**src/sv/hgc_pkg.sv**
```systemverilog
//------------------------------------------------------------------------------
// hgc_pkg
// Shared widths, register indexes, status codes, decision windows and the
// divider request/response types of the hand gesture classifier.
//------------------------------------------------------------------------------
`default_nettype none

package hgc_pkg;

   // field widths
   localparam int HX_W       = 10;
   localparam int FC_W       = 3;
   localparam int FXS_W      = 13;
   localparam int FM_W       = 10;
   localparam int MARGIN_W   = 10;
   localparam int TMO_W      = 5;
   localparam int STATUS_W   = 3;
   localparam int CSR_IDX_W  = 3;
   localparam int CSR_DATA_W = 10;

   // default geometry
   localparam int RING_DEPTH_DEF = 32;
   localparam int LOOKBACK_DEF   = 8;

   // register indexes
   localparam logic [CSR_IDX_W-1:0] CSR_ROTATE_MARGIN  = 3'd0;
   localparam logic [CSR_IDX_W-1:0] CSR_STILL_MARGIN   = 3'd1;
   localparam logic [CSR_IDX_W-1:0] CSR_PAN_MARGIN     = 3'd2;
   localparam logic [CSR_IDX_W-1:0] CSR_SWIPE_TIMEOUT  = 3'd3;
   localparam logic [CSR_IDX_W-1:0] CSR_ROTATE_TIMEOUT = 3'd4;

   // register reset values
   localparam logic [MARGIN_W-1:0] ROTATE_MARGIN_RST  = 10'd50;
   localparam logic [MARGIN_W-1:0] STILL_MARGIN_RST   = 10'd30;
   localparam logic [MARGIN_W-1:0] PAN_MARGIN_RST     = 10'd70;
   localparam logic [TMO_W-1:0]    SWIPE_TIMEOUT_RST  = 5'd15;
   localparam logic [TMO_W-1:0]    ROTATE_TIMEOUT_RST = 5'd5;

   // status codes
   localparam logic [STATUS_W-1:0] ST_IDLE         = 3'd0;
   localparam logic [STATUS_W-1:0] ST_SWIPE_L      = 3'd1;
   localparam logic [STATUS_W-1:0] ST_SWIPE_R      = 3'd2;
   localparam logic [STATUS_W-1:0] ST_ROTATE_HOLD  = 3'd3;
   localparam logic [STATUS_W-1:0] ST_LEFT_MOTION  = 3'd4;
   localparam logic [STATUS_W-1:0] ST_RIGHT_MOTION = 3'd5;

   // back value windows (exclusive bounds)
   localparam logic [HX_W-1:0] SWL_BACK_LO = 10'd300;
   localparam logic [HX_W-1:0] SWL_BACK_HI = 10'd320;
   localparam logic [HX_W-1:0] SWR_BACK_LO = 10'd0;
   localparam logic [HX_W-1:0] SWR_BACK_HI = 10'd20;
   localparam logic [HX_W-1:0] ROT_BACK_LO = 10'd120;
   localparam logic [HX_W-1:0] ROT_BACK_HI = 10'd200;

   // hand mean windows (exclusive bounds)
   localparam int MEAN_SWL_HI = 250;
   localparam int MEAN_SWR_LO = 70;
   localparam int MEAN_ROT_LO = 140;
   localparam int MEAN_ROT_HI = 180;

   typedef struct packed {
      logic             start;
      logic [FXS_W-1:0] dividend;
      logic [FC_W-1:0]  divisor;
   } div_req_type;

   typedef struct packed {
      logic            done;
      logic [FM_W-1:0] quotient;   // saturated
   } div_rsp_type;

endpackage

`default_nettype wire

```
**src/sv/hgc_div.sv**
```systemverilog
//------------------------------------------------------------------------------
// hgc_div
// Serial restoring divider for the finger mean: one quotient bit a cycle,
// result saturated to the finger mean width.
//------------------------------------------------------------------------------
`default_nettype none

module hgc_div (
   input  wire logic                clock,
   input  wire logic                reset,
   input  wire hgc_pkg::div_req_type div_req,
   output hgc_pkg::div_rsp_type     div_rsp
);

   localparam int STEP_W = $clog2(hgc_pkg::FXS_W);

   logic                       busy_ff, busy_in;
   logic                       done_ff, done_in;
   logic [STEP_W-1:0]          step_ff, step_in;
   logic [hgc_pkg::FC_W-1:0]   rem_ff, rem_in;
   logic [hgc_pkg::FC_W-1:0]   dvs_ff, dvs_in;
   logic [hgc_pkg::FXS_W-1:0]  quo_ff, quo_in;   // dividend out, quotient in

   logic [hgc_pkg::FC_W:0]     trial;
   logic [hgc_pkg::FC_W:0]     diff;
   logic                       fits;

   assign trial = {rem_ff, quo_ff[hgc_pkg::FXS_W-1]};
   assign diff  = trial - {1'b0, dvs_ff};
   assign fits  = trial >= {1'b0, dvs_ff};

   always_comb begin
      busy_in = busy_ff;
      done_in = 1'b0;
      step_in = step_ff;
      rem_in  = rem_ff;
      dvs_in  = dvs_ff;
      quo_in  = quo_ff;
      if (div_req.start) begin
         busy_in = 1'b1;
         step_in = STEP_W'(hgc_pkg::FXS_W - 1);
         rem_in  = '0;
         dvs_in  = div_req.divisor;
         quo_in  = div_req.dividend;
      end else if (busy_ff) begin
         quo_in = {quo_ff[hgc_pkg::FXS_W-2:0], fits};
         rem_in = fits ? diff[hgc_pkg::FC_W-1:0] : trial[hgc_pkg::FC_W-1:0];
         if (step_ff == '0) begin
            busy_in = 1'b0;
            done_in = 1'b1;
         end else begin
            step_in = step_ff - 1'b1;
         end
      end
   end

   always_ff @(posedge clock) begin
      if (reset) begin
         busy_ff <= 1'b0;
         done_ff <= 1'b0;
      end else begin
         busy_ff <= busy_in;
         done_ff <= done_in;
      end
      step_ff <= step_in;
      rem_ff  <= rem_in;
      dvs_ff  <= dvs_in;
      quo_ff  <= quo_in;
   end

   assign div_rsp.done     = done_ff;
   assign div_rsp.quotient = (|quo_ff[hgc_pkg::FXS_W-1:hgc_pkg::FM_W])
                             ? {hgc_pkg::FM_W{1'b1}} : quo_ff[hgc_pkg::FM_W-1:0];

endmodule

`default_nettype wire

```
**src/sv/hand_gesture_classifier.sv**
```systemverilog
//------------------------------------------------------------------------------
// hand_gesture_classifier
// Frame-by-frame gesture detector: swipes, rotations and pans from the hand
// centre history and the finger mean.
//------------------------------------------------------------------------------
// One request is one tracked frame and gives exactly one response (status code
// plus six gesture pulses). Frames are handled one at a time: the response is
// valid when the frame is written back; req_ready returns in that same cycle,
// so a new request is taken only after the last frame is written back. The
// finger mean (finger_x_sum / finger_count) is formed by a 13-step serial
// divider loaded on acceptance; S_DIV waits for it to finish, and S_FIN writes
// the frame back. The hand history lives in a RING_DEPTH-deep synchronous RAM:
// the value LOOKBACK frames back is read on acceptance, the new hand x written
// on completion. The RAM carries a valid flop per entry cleared by reset, so
// there is no clearing pass; the block takes requests straight after reset.
// The mean of the last LOOKBACK hand values is kept as a running sum and
// compared against scaled thresholds, so no divider is needed there. A
// finished response sits in an output register, so a new request is taken
// while it waits for rsp_ready; the write-back of that next frame, and with it
// req_ready, then holds off until the waiting response is taken.
// csr_ready is always high; registers should be written only while idle.
//------------------------------------------------------------------------------
`default_nettype none

module hand_gesture_classifier #(
   parameter int RING_DEPTH = hgc_pkg::RING_DEPTH_DEF,
   parameter int LOOKBACK   = hgc_pkg::LOOKBACK_DEF
) (
   input  wire logic                           clock,
   input  wire logic                           reset,
   // request channel
   input  wire logic                           req_valid,
   output      logic                           req_ready,
   input  wire logic [hgc_pkg::HX_W-1:0]       req_hand_x,
   input  wire logic [hgc_pkg::FC_W-1:0]       req_finger_count,
   input  wire logic [hgc_pkg::FXS_W-1:0]      req_finger_x_sum,
   // response channel
   output      logic                           rsp_valid,
   input  wire logic                           rsp_ready,
   output      logic [hgc_pkg::STATUS_W-1:0]   rsp_status,
   output      logic                           rsp_swipe_left,
   output      logic                           rsp_swipe_right,
   output      logic                           rsp_rotate_left,
   output      logic                           rsp_rotate_right,
   output      logic                           rsp_pan_left,
   output      logic                           rsp_pan_right,
   // register write port
   input  wire logic                           csr_valid,
   output      logic                           csr_ready,
   input  wire logic [hgc_pkg::CSR_IDX_W-1:0]  csr_index,
   input  wire logic [hgc_pkg::CSR_DATA_W-1:0] csr_data
);

   localparam int AW  = $clog2(RING_DEPTH);
   localparam int SW  = AW + 2;                          // ring index sums
   localparam int WSW = $clog2(LOOKBACK * 1023 + 1);     // window sum
   localparam int CW  = hgc_pkg::FM_W + 2;               // margin compares

   // mean thresholds scaled by LOOKBACK: mean < k <=> sum < k*L,
   // mean > k <=> sum >= (k+1)*L
   localparam logic [WSW-1:0] SUM_SWL_HI = WSW'(hgc_pkg::MEAN_SWL_HI * LOOKBACK);
   localparam logic [WSW-1:0] SUM_SWR_LO = WSW'((hgc_pkg::MEAN_SWR_LO + 1) * LOOKBACK);
   localparam logic [WSW-1:0] SUM_ROT_LO = WSW'((hgc_pkg::MEAN_ROT_LO + 1) * LOOKBACK);
   localparam logic [WSW-1:0] SUM_ROT_HI = WSW'(hgc_pkg::MEAN_ROT_HI * LOOKBACK);

   typedef enum logic [1:0] {
      S_IDLE,
      S_DIV,
      S_FIN
   } ctl_state_type;

   typedef enum logic [1:0] {
      MODE_IDLE,
      MODE_SWIPE_L,
      MODE_SWIPE_R,
      MODE_ROTATE
   } mode_type;

   // --- ring index arithmetic ---------------------------------------------
   function automatic logic [AW-1:0] ring_add(input logic [AW-1:0]            base,
                                              input logic [hgc_pkg::TMO_W-1:0] ofs);
      logic [SW-1:0] t;
      t = SW'(base) + SW'(ofs);
      if (t >= SW'(2 * RING_DEPTH)) begin
         t = t - SW'(2 * RING_DEPTH);
      end else if (t >= SW'(RING_DEPTH)) begin
         t = t - SW'(RING_DEPTH);
      end
      return t[AW-1:0];
   endfunction

   // --- registers ----------------------------------------------------------
   ctl_state_type                  state_ff, state_in;
   mode_type                       mode_ff, mode_in;
   logic [AW-1:0]                  wr_idx_ff;
   logic [AW-1:0]                  tmo_idx_ff, tmo_idx_in;
   logic [WSW-1:0]                 wsum_ff, wsum_in;
   logic [hgc_pkg::FM_W-1:0]       saved_fm_ff, saved_fm_in;
   logic [hgc_pkg::HX_W-1:0]       hx_ff;
   logic [hgc_pkg::FC_W-1:0]       fc_ff;

   logic [hgc_pkg::MARGIN_W-1:0]   rot_margin_ff, still_margin_ff, pan_margin_ff;
   logic [hgc_pkg::TMO_W-1:0]      swipe_tmo_ff, rot_tmo_ff;

   logic                           rsp_valid_ff;
   logic [hgc_pkg::STATUS_W-1:0]   status_ff, status_in;
   logic                           sl_ff, sl_in, sr_ff, sr_in;
   logic                           rl_ff, rl_in, rr_ff, rr_in;
   logic                           pl_ff, pl_in, pr_ff, pr_in;

   // --- hand history RAM ---------------------------------------------------
   logic [hgc_pkg::HX_W-1:0]       ring_mem [RING_DEPTH];
   logic [RING_DEPTH-1:0]          ring_vld_ff;
   logic [hgc_pkg::HX_W-1:0]       ring_rd_ff;
   logic                           ring_rd_vld_ff;
   logic [AW-1:0]                  back_addr;
   logic [SW-1:0]                  back_sum;
   logic                           ring_re, commit;

   hgc_pkg::div_req_type           div_req;
   hgc_pkg::div_rsp_type           div_rsp;

   logic [hgc_pkg::HX_W-1:0]       back;
   logic [hgc_pkg::FM_W-1:0]       fm;
   logic                           swl_win, swr_win, rot_win;
   logic [CW-1:0]                  h, b, s, f, rm, st, pm;
   logic                           still, rot_l, rot_r, pan_l, pan_r;
   logic [AW-1:0]                  swipe_tmo_idx, rot_tmo_idx, wr_idx_next;

   // --- handshake ----------------------------------------------------------
   assign req_ready = (state_ff == S_IDLE);
   assign ring_re   = req_valid && req_ready;
   assign commit    = (state_ff == S_FIN) && (!rsp_valid_ff || rsp_ready);
   assign csr_ready = 1'b1;

   // slot LOOKBACK frames behind the write pointer
   assign back_sum  = SW'(wr_idx_ff) + SW'(RING_DEPTH - (LOOKBACK % RING_DEPTH));
   assign back_addr = (back_sum >= SW'(RING_DEPTH)) ? AW'(back_sum - SW'(RING_DEPTH))
                                                    : AW'(back_sum);

   assign wr_idx_next = (wr_idx_ff == AW'(RING_DEPTH - 1)) ? '0 : wr_idx_ff + 1'b1;

   // RAM: write on completion, registered read on acceptance
   always_ff @(posedge clock) begin
      if (commit) begin
         ring_mem[wr_idx_ff] <= hx_ff;
      end
      if (ring_re) begin
         ring_rd_ff     <= ring_mem[back_addr];
         ring_rd_vld_ff <= ring_vld_ff[back_addr];
      end
   end

   // never-written slots read as zero
   always_ff @(posedge clock) begin
      if (reset) begin
         ring_vld_ff <= '0;
      end else if (commit) begin
         ring_vld_ff[wr_idx_ff] <= 1'b1;
      end
   end

   // --- finger mean divider ------------------------------------------------
   assign div_req.start    = ring_re;
   assign div_req.dividend = req_finger_x_sum;
   assign div_req.divisor  = req_finger_count;

   hgc_div u_div (
      .clock   (clock),
      .reset   (reset),
      .div_req (div_req),
      .div_rsp (div_rsp)
   );

   // --- decision -----------------------------------------------------------
   assign back = ring_rd_vld_ff ? ring_rd_ff : '0;
   assign fm   = div_rsp.quotient;

   assign swl_win = (back > hgc_pkg::SWL_BACK_LO) && (back < hgc_pkg::SWL_BACK_HI)
                    && (wsum_ff < SUM_SWL_HI);
   assign swr_win = (back > hgc_pkg::SWR_BACK_LO) && (back < hgc_pkg::SWR_BACK_HI)
                    && (wsum_ff >= SUM_SWR_LO);
   assign rot_win = (back > hgc_pkg::ROT_BACK_LO) && (back < hgc_pkg::ROT_BACK_HI)
                    && (wsum_ff < SUM_ROT_HI) && (wsum_ff >= SUM_ROT_LO);

   assign h  = CW'(hx_ff);
   assign b  = CW'(back);
   assign s  = CW'(saved_fm_ff);
   assign f  = CW'(fm);
   assign rm = CW'(rot_margin_ff);
   assign st = CW'(still_margin_ff);
   assign pm = CW'(pan_margin_ff);

   // hand strictly within still_margin of the back value
   assign still = (h < b + st) && (h + st > b);
   assign rot_l = (s > f + rm) && still;
   assign rot_r = (s + rm < f) && still;
   assign pan_l = (s > f + pm) && (h + pm < b);
   assign pan_r = (s + pm < f) && (h > b + pm);

   assign swipe_tmo_idx = ring_add(wr_idx_ff, swipe_tmo_ff);
   assign rot_tmo_idx   = ring_add(wr_idx_ff, rot_tmo_ff);

   assign wsum_in = WSW'({1'b0, wsum_ff} + (WSW + 1)'(hx_ff) - (WSW + 1)'(back));

   always_comb begin
      mode_in     = mode_ff;
      tmo_idx_in  = tmo_idx_ff;
      saved_fm_in = saved_fm_ff;
      status_in   = hgc_pkg::ST_IDLE;
      sl_in       = 1'b0;
      sr_in       = 1'b0;
      rl_in       = 1'b0;
      rr_in       = 1'b0;
      pl_in       = 1'b0;
      pr_in       = 1'b0;
      case (mode_ff)
         MODE_ROTATE: begin
            if (fc_ff != '0) begin
               status_in = hgc_pkg::ST_ROTATE_HOLD;
               if (rot_l) begin
                  rl_in     = 1'b1;
                  status_in = hgc_pkg::ST_LEFT_MOTION;
               end else if (rot_r) begin
                  rr_in     = 1'b1;
                  status_in = hgc_pkg::ST_RIGHT_MOTION;
               end
               // pan wins over rotation in status
               if (pan_l) begin
                  pl_in     = 1'b1;
                  status_in = hgc_pkg::ST_LEFT_MOTION;
               end else if (pan_r) begin
                  pr_in     = 1'b1;
                  status_in = hgc_pkg::ST_RIGHT_MOTION;
               end
            end else begin
               mode_in = MODE_IDLE;
            end
         end
         MODE_SWIPE_L, MODE_SWIPE_R: begin
            status_in = (mode_ff == MODE_SWIPE_L) ? hgc_pkg::ST_SWIPE_L
                                                  : hgc_pkg::ST_SWIPE_R;
            if (wr_idx_ff == tmo_idx_ff) begin
               mode_in = MODE_IDLE;
            end
            if (rot_win) begin
               tmo_idx_in = rot_tmo_idx;
               if (fc_ff != '0) begin
                  saved_fm_in = fm;
                  mode_in     = MODE_ROTATE;
               end
            end
         end
         default: begin
            if (swl_win) begin
               mode_in    = MODE_SWIPE_L;
               tmo_idx_in = swipe_tmo_idx;
               sl_in      = 1'b1;
            end else if (swr_win) begin
               mode_in    = MODE_SWIPE_R;
               tmo_idx_in = swipe_tmo_idx;
               sr_in      = 1'b1;
            end else if (rot_win) begin
               tmo_idx_in = rot_tmo_idx;
               if (fc_ff != '0) begin
                  saved_fm_in = fm;
                  mode_in     = MODE_ROTATE;
               end
            end
         end
      endcase
   end

   // --- sequencer ----------------------------------------------------------
   always_comb begin
      state_in = state_ff;
      case (state_ff)
         S_IDLE: begin
            if (ring_re) begin
               state_in = S_DIV;
            end
         end
         S_DIV: begin
            if (div_rsp.done) begin
               state_in = S_FIN;
            end
         end
         S_FIN: begin
            if (commit) begin
               state_in = S_IDLE;
            end
         end
         default: state_in = S_IDLE;
      endcase
   end

   always_ff @(posedge clock) begin
      if (reset) begin
         state_ff     <= S_IDLE;
         mode_ff      <= MODE_IDLE;
         wr_idx_ff    <= '0;
         tmo_idx_ff   <= '0;
         wsum_ff      <= '0;
         saved_fm_ff  <= '0;
         rsp_valid_ff <= 1'b0;
      end else begin
         state_ff <= state_in;
         if (commit) begin
            mode_ff      <= mode_in;
            wr_idx_ff    <= wr_idx_next;
            tmo_idx_ff   <= tmo_idx_in;
            wsum_ff      <= wsum_in;
            saved_fm_ff  <= saved_fm_in;
            rsp_valid_ff <= 1'b1;
         end else if (rsp_ready) begin
            rsp_valid_ff <= 1'b0;
         end
      end
      if (ring_re) begin
         hx_ff <= req_hand_x;
         fc_ff <= req_finger_count;
      end
      if (commit) begin
         status_ff <= status_in;
         sl_ff     <= sl_in;
         sr_ff     <= sr_in;
         rl_ff     <= rl_in;
         rr_ff     <= rr_in;
         pl_ff     <= pl_in;
         pr_ff     <= pr_in;
      end
   end

   // --- registers ----------------------------------------------------------
   always_ff @(posedge clock) begin
      if (reset) begin
         rot_margin_ff   <= hgc_pkg::ROTATE_MARGIN_RST;
         still_margin_ff <= hgc_pkg::STILL_MARGIN_RST;
         pan_margin_ff   <= hgc_pkg::PAN_MARGIN_RST;
         swipe_tmo_ff    <= hgc_pkg::SWIPE_TIMEOUT_RST;
         rot_tmo_ff      <= hgc_pkg::ROTATE_TIMEOUT_RST;
      end else if (csr_valid && csr_ready) begin
         case (csr_index)
            hgc_pkg::CSR_ROTATE_MARGIN:  rot_margin_ff   <= csr_data;
            hgc_pkg::CSR_STILL_MARGIN:   still_margin_ff <= csr_data;
            hgc_pkg::CSR_PAN_MARGIN:     pan_margin_ff   <= csr_data;
            hgc_pkg::CSR_SWIPE_TIMEOUT:  swipe_tmo_ff    <= csr_data[hgc_pkg::TMO_W-1:0];
            hgc_pkg::CSR_ROTATE_TIMEOUT: rot_tmo_ff      <= csr_data[hgc_pkg::TMO_W-1:0];
            default: ;
         endcase
      end
   end

   // --- outputs ------------------------------------------------------------
   assign rsp_valid        = rsp_valid_ff;
   assign rsp_status       = status_ff;
   assign rsp_swipe_left   = sl_ff;
   assign rsp_swipe_right  = sr_ff;
   assign rsp_rotate_left  = rl_ff;
   assign rsp_rotate_right = rr_ff;
   assign rsp_pan_left     = pl_ff;
   assign rsp_pan_right    = pr_ff;

   // --- checks -------------------------------------------------------------
   // at most one direction of gesture per frame
   a_one_gesture: assert property (@(posedge clock) disable iff (reset)
      rsp_valid |-> $onehot0({rsp_swipe_left, rsp_swipe_right,
                              rsp_rotate_left | rsp_pan_left,
                              rsp_rotate_right | rsp_pan_right}))
      else $error("conflicting gesture pulses");

   // a swipe is flagged from idle, so status still reads idle
   a_swipe_status: assert property (@(posedge clock) disable iff (reset)
      rsp_valid && (rsp_swipe_left || rsp_swipe_right) |-> rsp_status == hgc_pkg::ST_IDLE)
      else $error("swipe pulse with non-idle status");

   // left rotation or pan always reports left motion
   a_left_status: assert property (@(posedge clock) disable iff (reset)
      rsp_valid && (rsp_rotate_left || rsp_pan_left)
         |-> rsp_status == hgc_pkg::ST_LEFT_MOTION)
      else $error("left event without left motion status");

   // one frame in flight: no request taken straight after another
   a_one_in_flight: assert property (@(posedge clock) disable iff (reset)
      (req_valid && req_ready) |=> !req_ready)
      else $error("request accepted while a frame is in flight");

endmodule

`default_nettype wire
```
**config.mk**
```make
export PLATFORM = sky130hd
export DESIGN_NAME = hand_gesture_classifier
export DESIGN_NICKNAME = d
export VERILOG_FILES = /design/src/sv/hgc_pkg.sv /design/src/sv/hgc_div.sv /design/src/sv/hand_gesture_classifier.sv
export SDC_FILE = /design/constraint.sdc
export NUM_CORES = 1
export LEC_CHECK = 0
export BUFFER_PORTS_ARGS = -buffer_cell sky130_fd_sc_hd__buf_4
export CAP_MARGIN = 5
export CORE_AREA = 3 3 383 272
export DETAILED_ROUTE_END_ITERATION = 10
export DIE_AREA = 0 0 386 275
export GPL_TIMING_DRIVEN = 0
export HOLD_SLACK_MARGIN = 0.1
export PLACE_DENSITY = 0.38
export SLEW_MARGIN = 30
export SYNTH_ARGS = -nofsm -noshare
export SYNTH_HDL_FRONTEND = slang
export SYNTH_SLANG_ARGS = --single-unit
```
**constraint.sdc**
```tcl
create_clock -name clock -period 4.8 [get_ports clock]
set_input_delay 0.72 -clock clock [delete_from_list [all_inputs] [get_ports clock]]
set_output_delay 0.72 -clock clock [all_outputs]
set_load 0.01 [all_outputs]
```
==> impl_metrics.ini <==
[outcome]
outcome = completed

[sta]
hold_viol = 0
slew_headroom = 0.380
fin_skew_ps = 46.8
rsz0062_at_grt = true
finalCriticalPeriod_ps = 4630
fmax_ghz = 0.216
finalSetupViolCount = 0
worst_slew_pin_slew_ps = 931
fin_hold_ws_ps = 284
period_share = 0.965
finalMaxSlewViolations = 0

[global_routing]
grt_pass1_wl_um = 116000
grt_overflow_total = 0
grt_start_max_net_pins = 21
antenna_found_initial = 10
grtUsageTotal = 0.151
first_global_vias = 16506

[finish]
nets = 2383
syn_to_final_growth_pct = 19.2
final_core_util = 0.296
mostFrequentLayoutCell = edfxtp_1
layout_common_cells = edfxtp_1 (366), ha_1 (194), nor2_1 (167)
drive_gt1_frac = 0.188
instances_no_fill = 3521

[critical_path]
slowest_delay_ps = 550
crit_start = u_div.quo_ff[11]$_DFFE_PP_
crit_fanout = 4
path_cells = or3_4 -> buf_12 -> nor2_4 -> inv_2 -> ha_1 -> a21o_1 -> a21o_1 -> a21oi_4 -> o21ai_2 -> xnor2_1 -> ha_1 -> or4_1 -> a2111oi_2 -> nand3_1 -> o2111ai_4 -> and2_1 -> o21ba_2 -> a211oi_1
arrival_ps = 4960
timing.rr.end = rsp_status[2]$_DFFE_PP_
crit_type = reg2reg
rrSetupSlack_ps = 170
ff2ff_path_depth = 18
cp-start-kind = flop
crit_path_top_delay_cell = or4_1
crit_path_end_kind = flop
r2r-start = u_div.quo_ff[11]$_DFFE_PP_
worst_ep_required_time_ps = 5130

[clocking]
cts_root_buf = clkbuf_16
cts.clk_slew.worst_paths_ps = 60
cts_buffer_depth = 3
cts-htree-levels = 2
cts_tree = done
cts_hold_buf = 0
clock_latency_ps = 640
cts_buffers = 55
clock_sinks = 485

[die]
die_area_um2 = 106000
rows = 98
die_w_um = 386
io_pins = 56
core-area_um2 = 101000
initial_core_util = 0.248
die_h_um = 275

[logic_synthesis]
synth-seq-cells = 485
synthDistinctLibCells = 84
ys_warn_count = 0
synth-main-ff-cell = edfxtp_1
syn_nets = 2228
async_flop_share = 0
ys_seq_area_frac = 0.533
synth_edf_count = 366
syn_area_per_cell_um2 = 12.8
synth_top_area_frac = 0.438
syn_area_um2 = 25100
netlist_instances = 1967
synthTopCellsByArea = edfxtp_1 (44%), mux4_2 (9.9%), ha_1 (9.8%)
yosys.area.top_type = edfxtp_1

[min_path]
min_from = req_hand_x[9]
whs_endpoint = hx_ff[9]$_DFFE_PP_
hold_depth = 1
hp-class = in2reg

[route]
routed_wl_um = 80600
drt_iter0_markers = 1240
dr.pass1.iters = 5
drc = 0
wl_per_cell_um = 22.9
ant_nets = 0
vias_per_cell = 4.73
vias = 16657

[power]
p_leak_nw = 10.6
total_power_mw = 9.97
p_per_area_nw_per_um2 = 333
peakVddDrop_v = 0.000278

[placed_design]
port_buffers = 53
dp_hpwl_um = 60600
place_congestion = 0.813
placed_cells = 3393

[flow_run]
max_cap_viol_count = 0
## critical path, delay by kind of cell (launching register included)
family | cells | cell delay, ps
buffers and inverters | 2 | 240
flip-flops | 1 | 410
XOR/XNOR | 1 | 140
adder cells (fa/ha/maj) | 2 | 520
AND/OR/NAND/NOR | 5 | 1590
AO/OA/AOI/OAI | 8 | 1440
## metrics by stage
stage	setup slack [ps]	setup TNS (ps)	cell area, um^2
final	169	0	29900
after global routing	-25.2	-33.7	29900
after CTS	1.81	0	29600
after detailed placement	-1640	-8860	27600
after global placement	-1790	-9740	27200
after floorplan	300	0	25100
## repair_timing
item                                    CTS  global route
endpoints found under the setup margin    7             6
setup buffers                             9            14
pin swaps                                 6            14
resized for setup                        32            29
gates cloned                              0             0
## area by class of cell
type | count | area, um^2
clock inverter | 33 | 378
multi-input combinational | 1302 | 11300
clock buffer | 70 | 1490
antenna | 3 | 7.51
inverter | 119 | 447
sequential | 485 | 13400
tap | 1350 | 1690
buffer | 59 | 251
fill | 10322 | 71300
timing repair buffer | 100 | 921
## worst max path at each step
stage,end,slack [ps],cells past startpoint
CTS,rsp_status[1]$_DFFE_PP_,2,17
floorplan,rsp_status[1]$_DFFE_PP_,300,19
global placement,rsp_status[0]$_DFFE_PP_,-1790,16
global route,rsp_status[2]$_DFFE_PP_,-30,19
finish,rsp_status[2]$_DFFE_PP_,170,18
detailed placement,rsp_status[0]$_DFFE_PP_,-1640,20
## power breakdown
| group | internal, mW | switching, mW |
|---|---|---|
| clock network | 2.58 | 1.78 |
| logic | 0.405 | 0.578 |
| registers | 4.56 | 0.0642 |
## cells in the mapped netlist (11+ instances only)
cell type and instances:
nand3b_1 11, o21bai_1 12, buf_1 12, mux4_2 110, nand2b_1 16, clkbuf_1 36, a211oi_1 32, mux2i_1 13
xor2_1 28, nand2_1 149, nand4_1 17, inv_1 116, nand3_1 30, mux2_2 11, a21oi_1 107, nor2_1 208
ha_1 196, o21ai_0 44, edfxtp_1 366, xnor2_1 45, a21o_1 26, dfxtp_1 119, fa_1 21, o21a_1 12
nor3_1 31, nor2b_1 17, a211o_1 17, o211ai_1 12
## kinds of logic after synthesis
| kind of cell | Yosys count | share of synthesized area |
|---|---|---|
| compound gates | 330 | 0.0879 |
| xor+xnor | 73 | 0.0255 |
| fa+ha+maj | 217 | 0.114 |
| buf+inv | 180 | 0.0281 |
| flops | 485 | 0.533 |
| mux | 134 | 0.109 |
| other cells | 1 | 0.000149 |
| simple gates | 547 | 0.102 |
## sequential cells by signal (all words and copies together) (netlist names), 3 cells and up
| register | flops |
|---|---|
| u_div.rem_ff | 3 |
| rot_tmo_ff | 5 |
| wsum_ff | 13 |
| wr_idx_ff | 5 |
| hx_ff | 10 |
| swipe_tmo_ff | 5 |
| rsp_status | 3 |
| saved_fm_ff | 10 |
| pan_margin_ff | 10 |
| ring_vld_ff | 32 |
| tmo_idx_ff | 5 |
| u_div.step_ff | 4 |
| rot_margin_ff | 10 |
| u_div.quo_ff | 13 |
| u_div.dvs_ff | 3 |
| still_margin_ff | 10 |
| ring_mem | 320 |
| ring_rd_ff | 10 |
## routing by layer
| metal | global-route usage | vias to the layer above | share of wire |
|---|---|---|---|
| li1 | - | 7758 | - |
| met1 | 0.246 | 8462 | 0.54 |
| met2 | 0.205 | 346 | 0.39 |
| met3 | 0.0239 | 91 | 0.050 |
| met4 | 0.0280 | 0 | 0.016 |
| met5 | 0 | - | 0 |
Power figures use the tool's default switching activity.
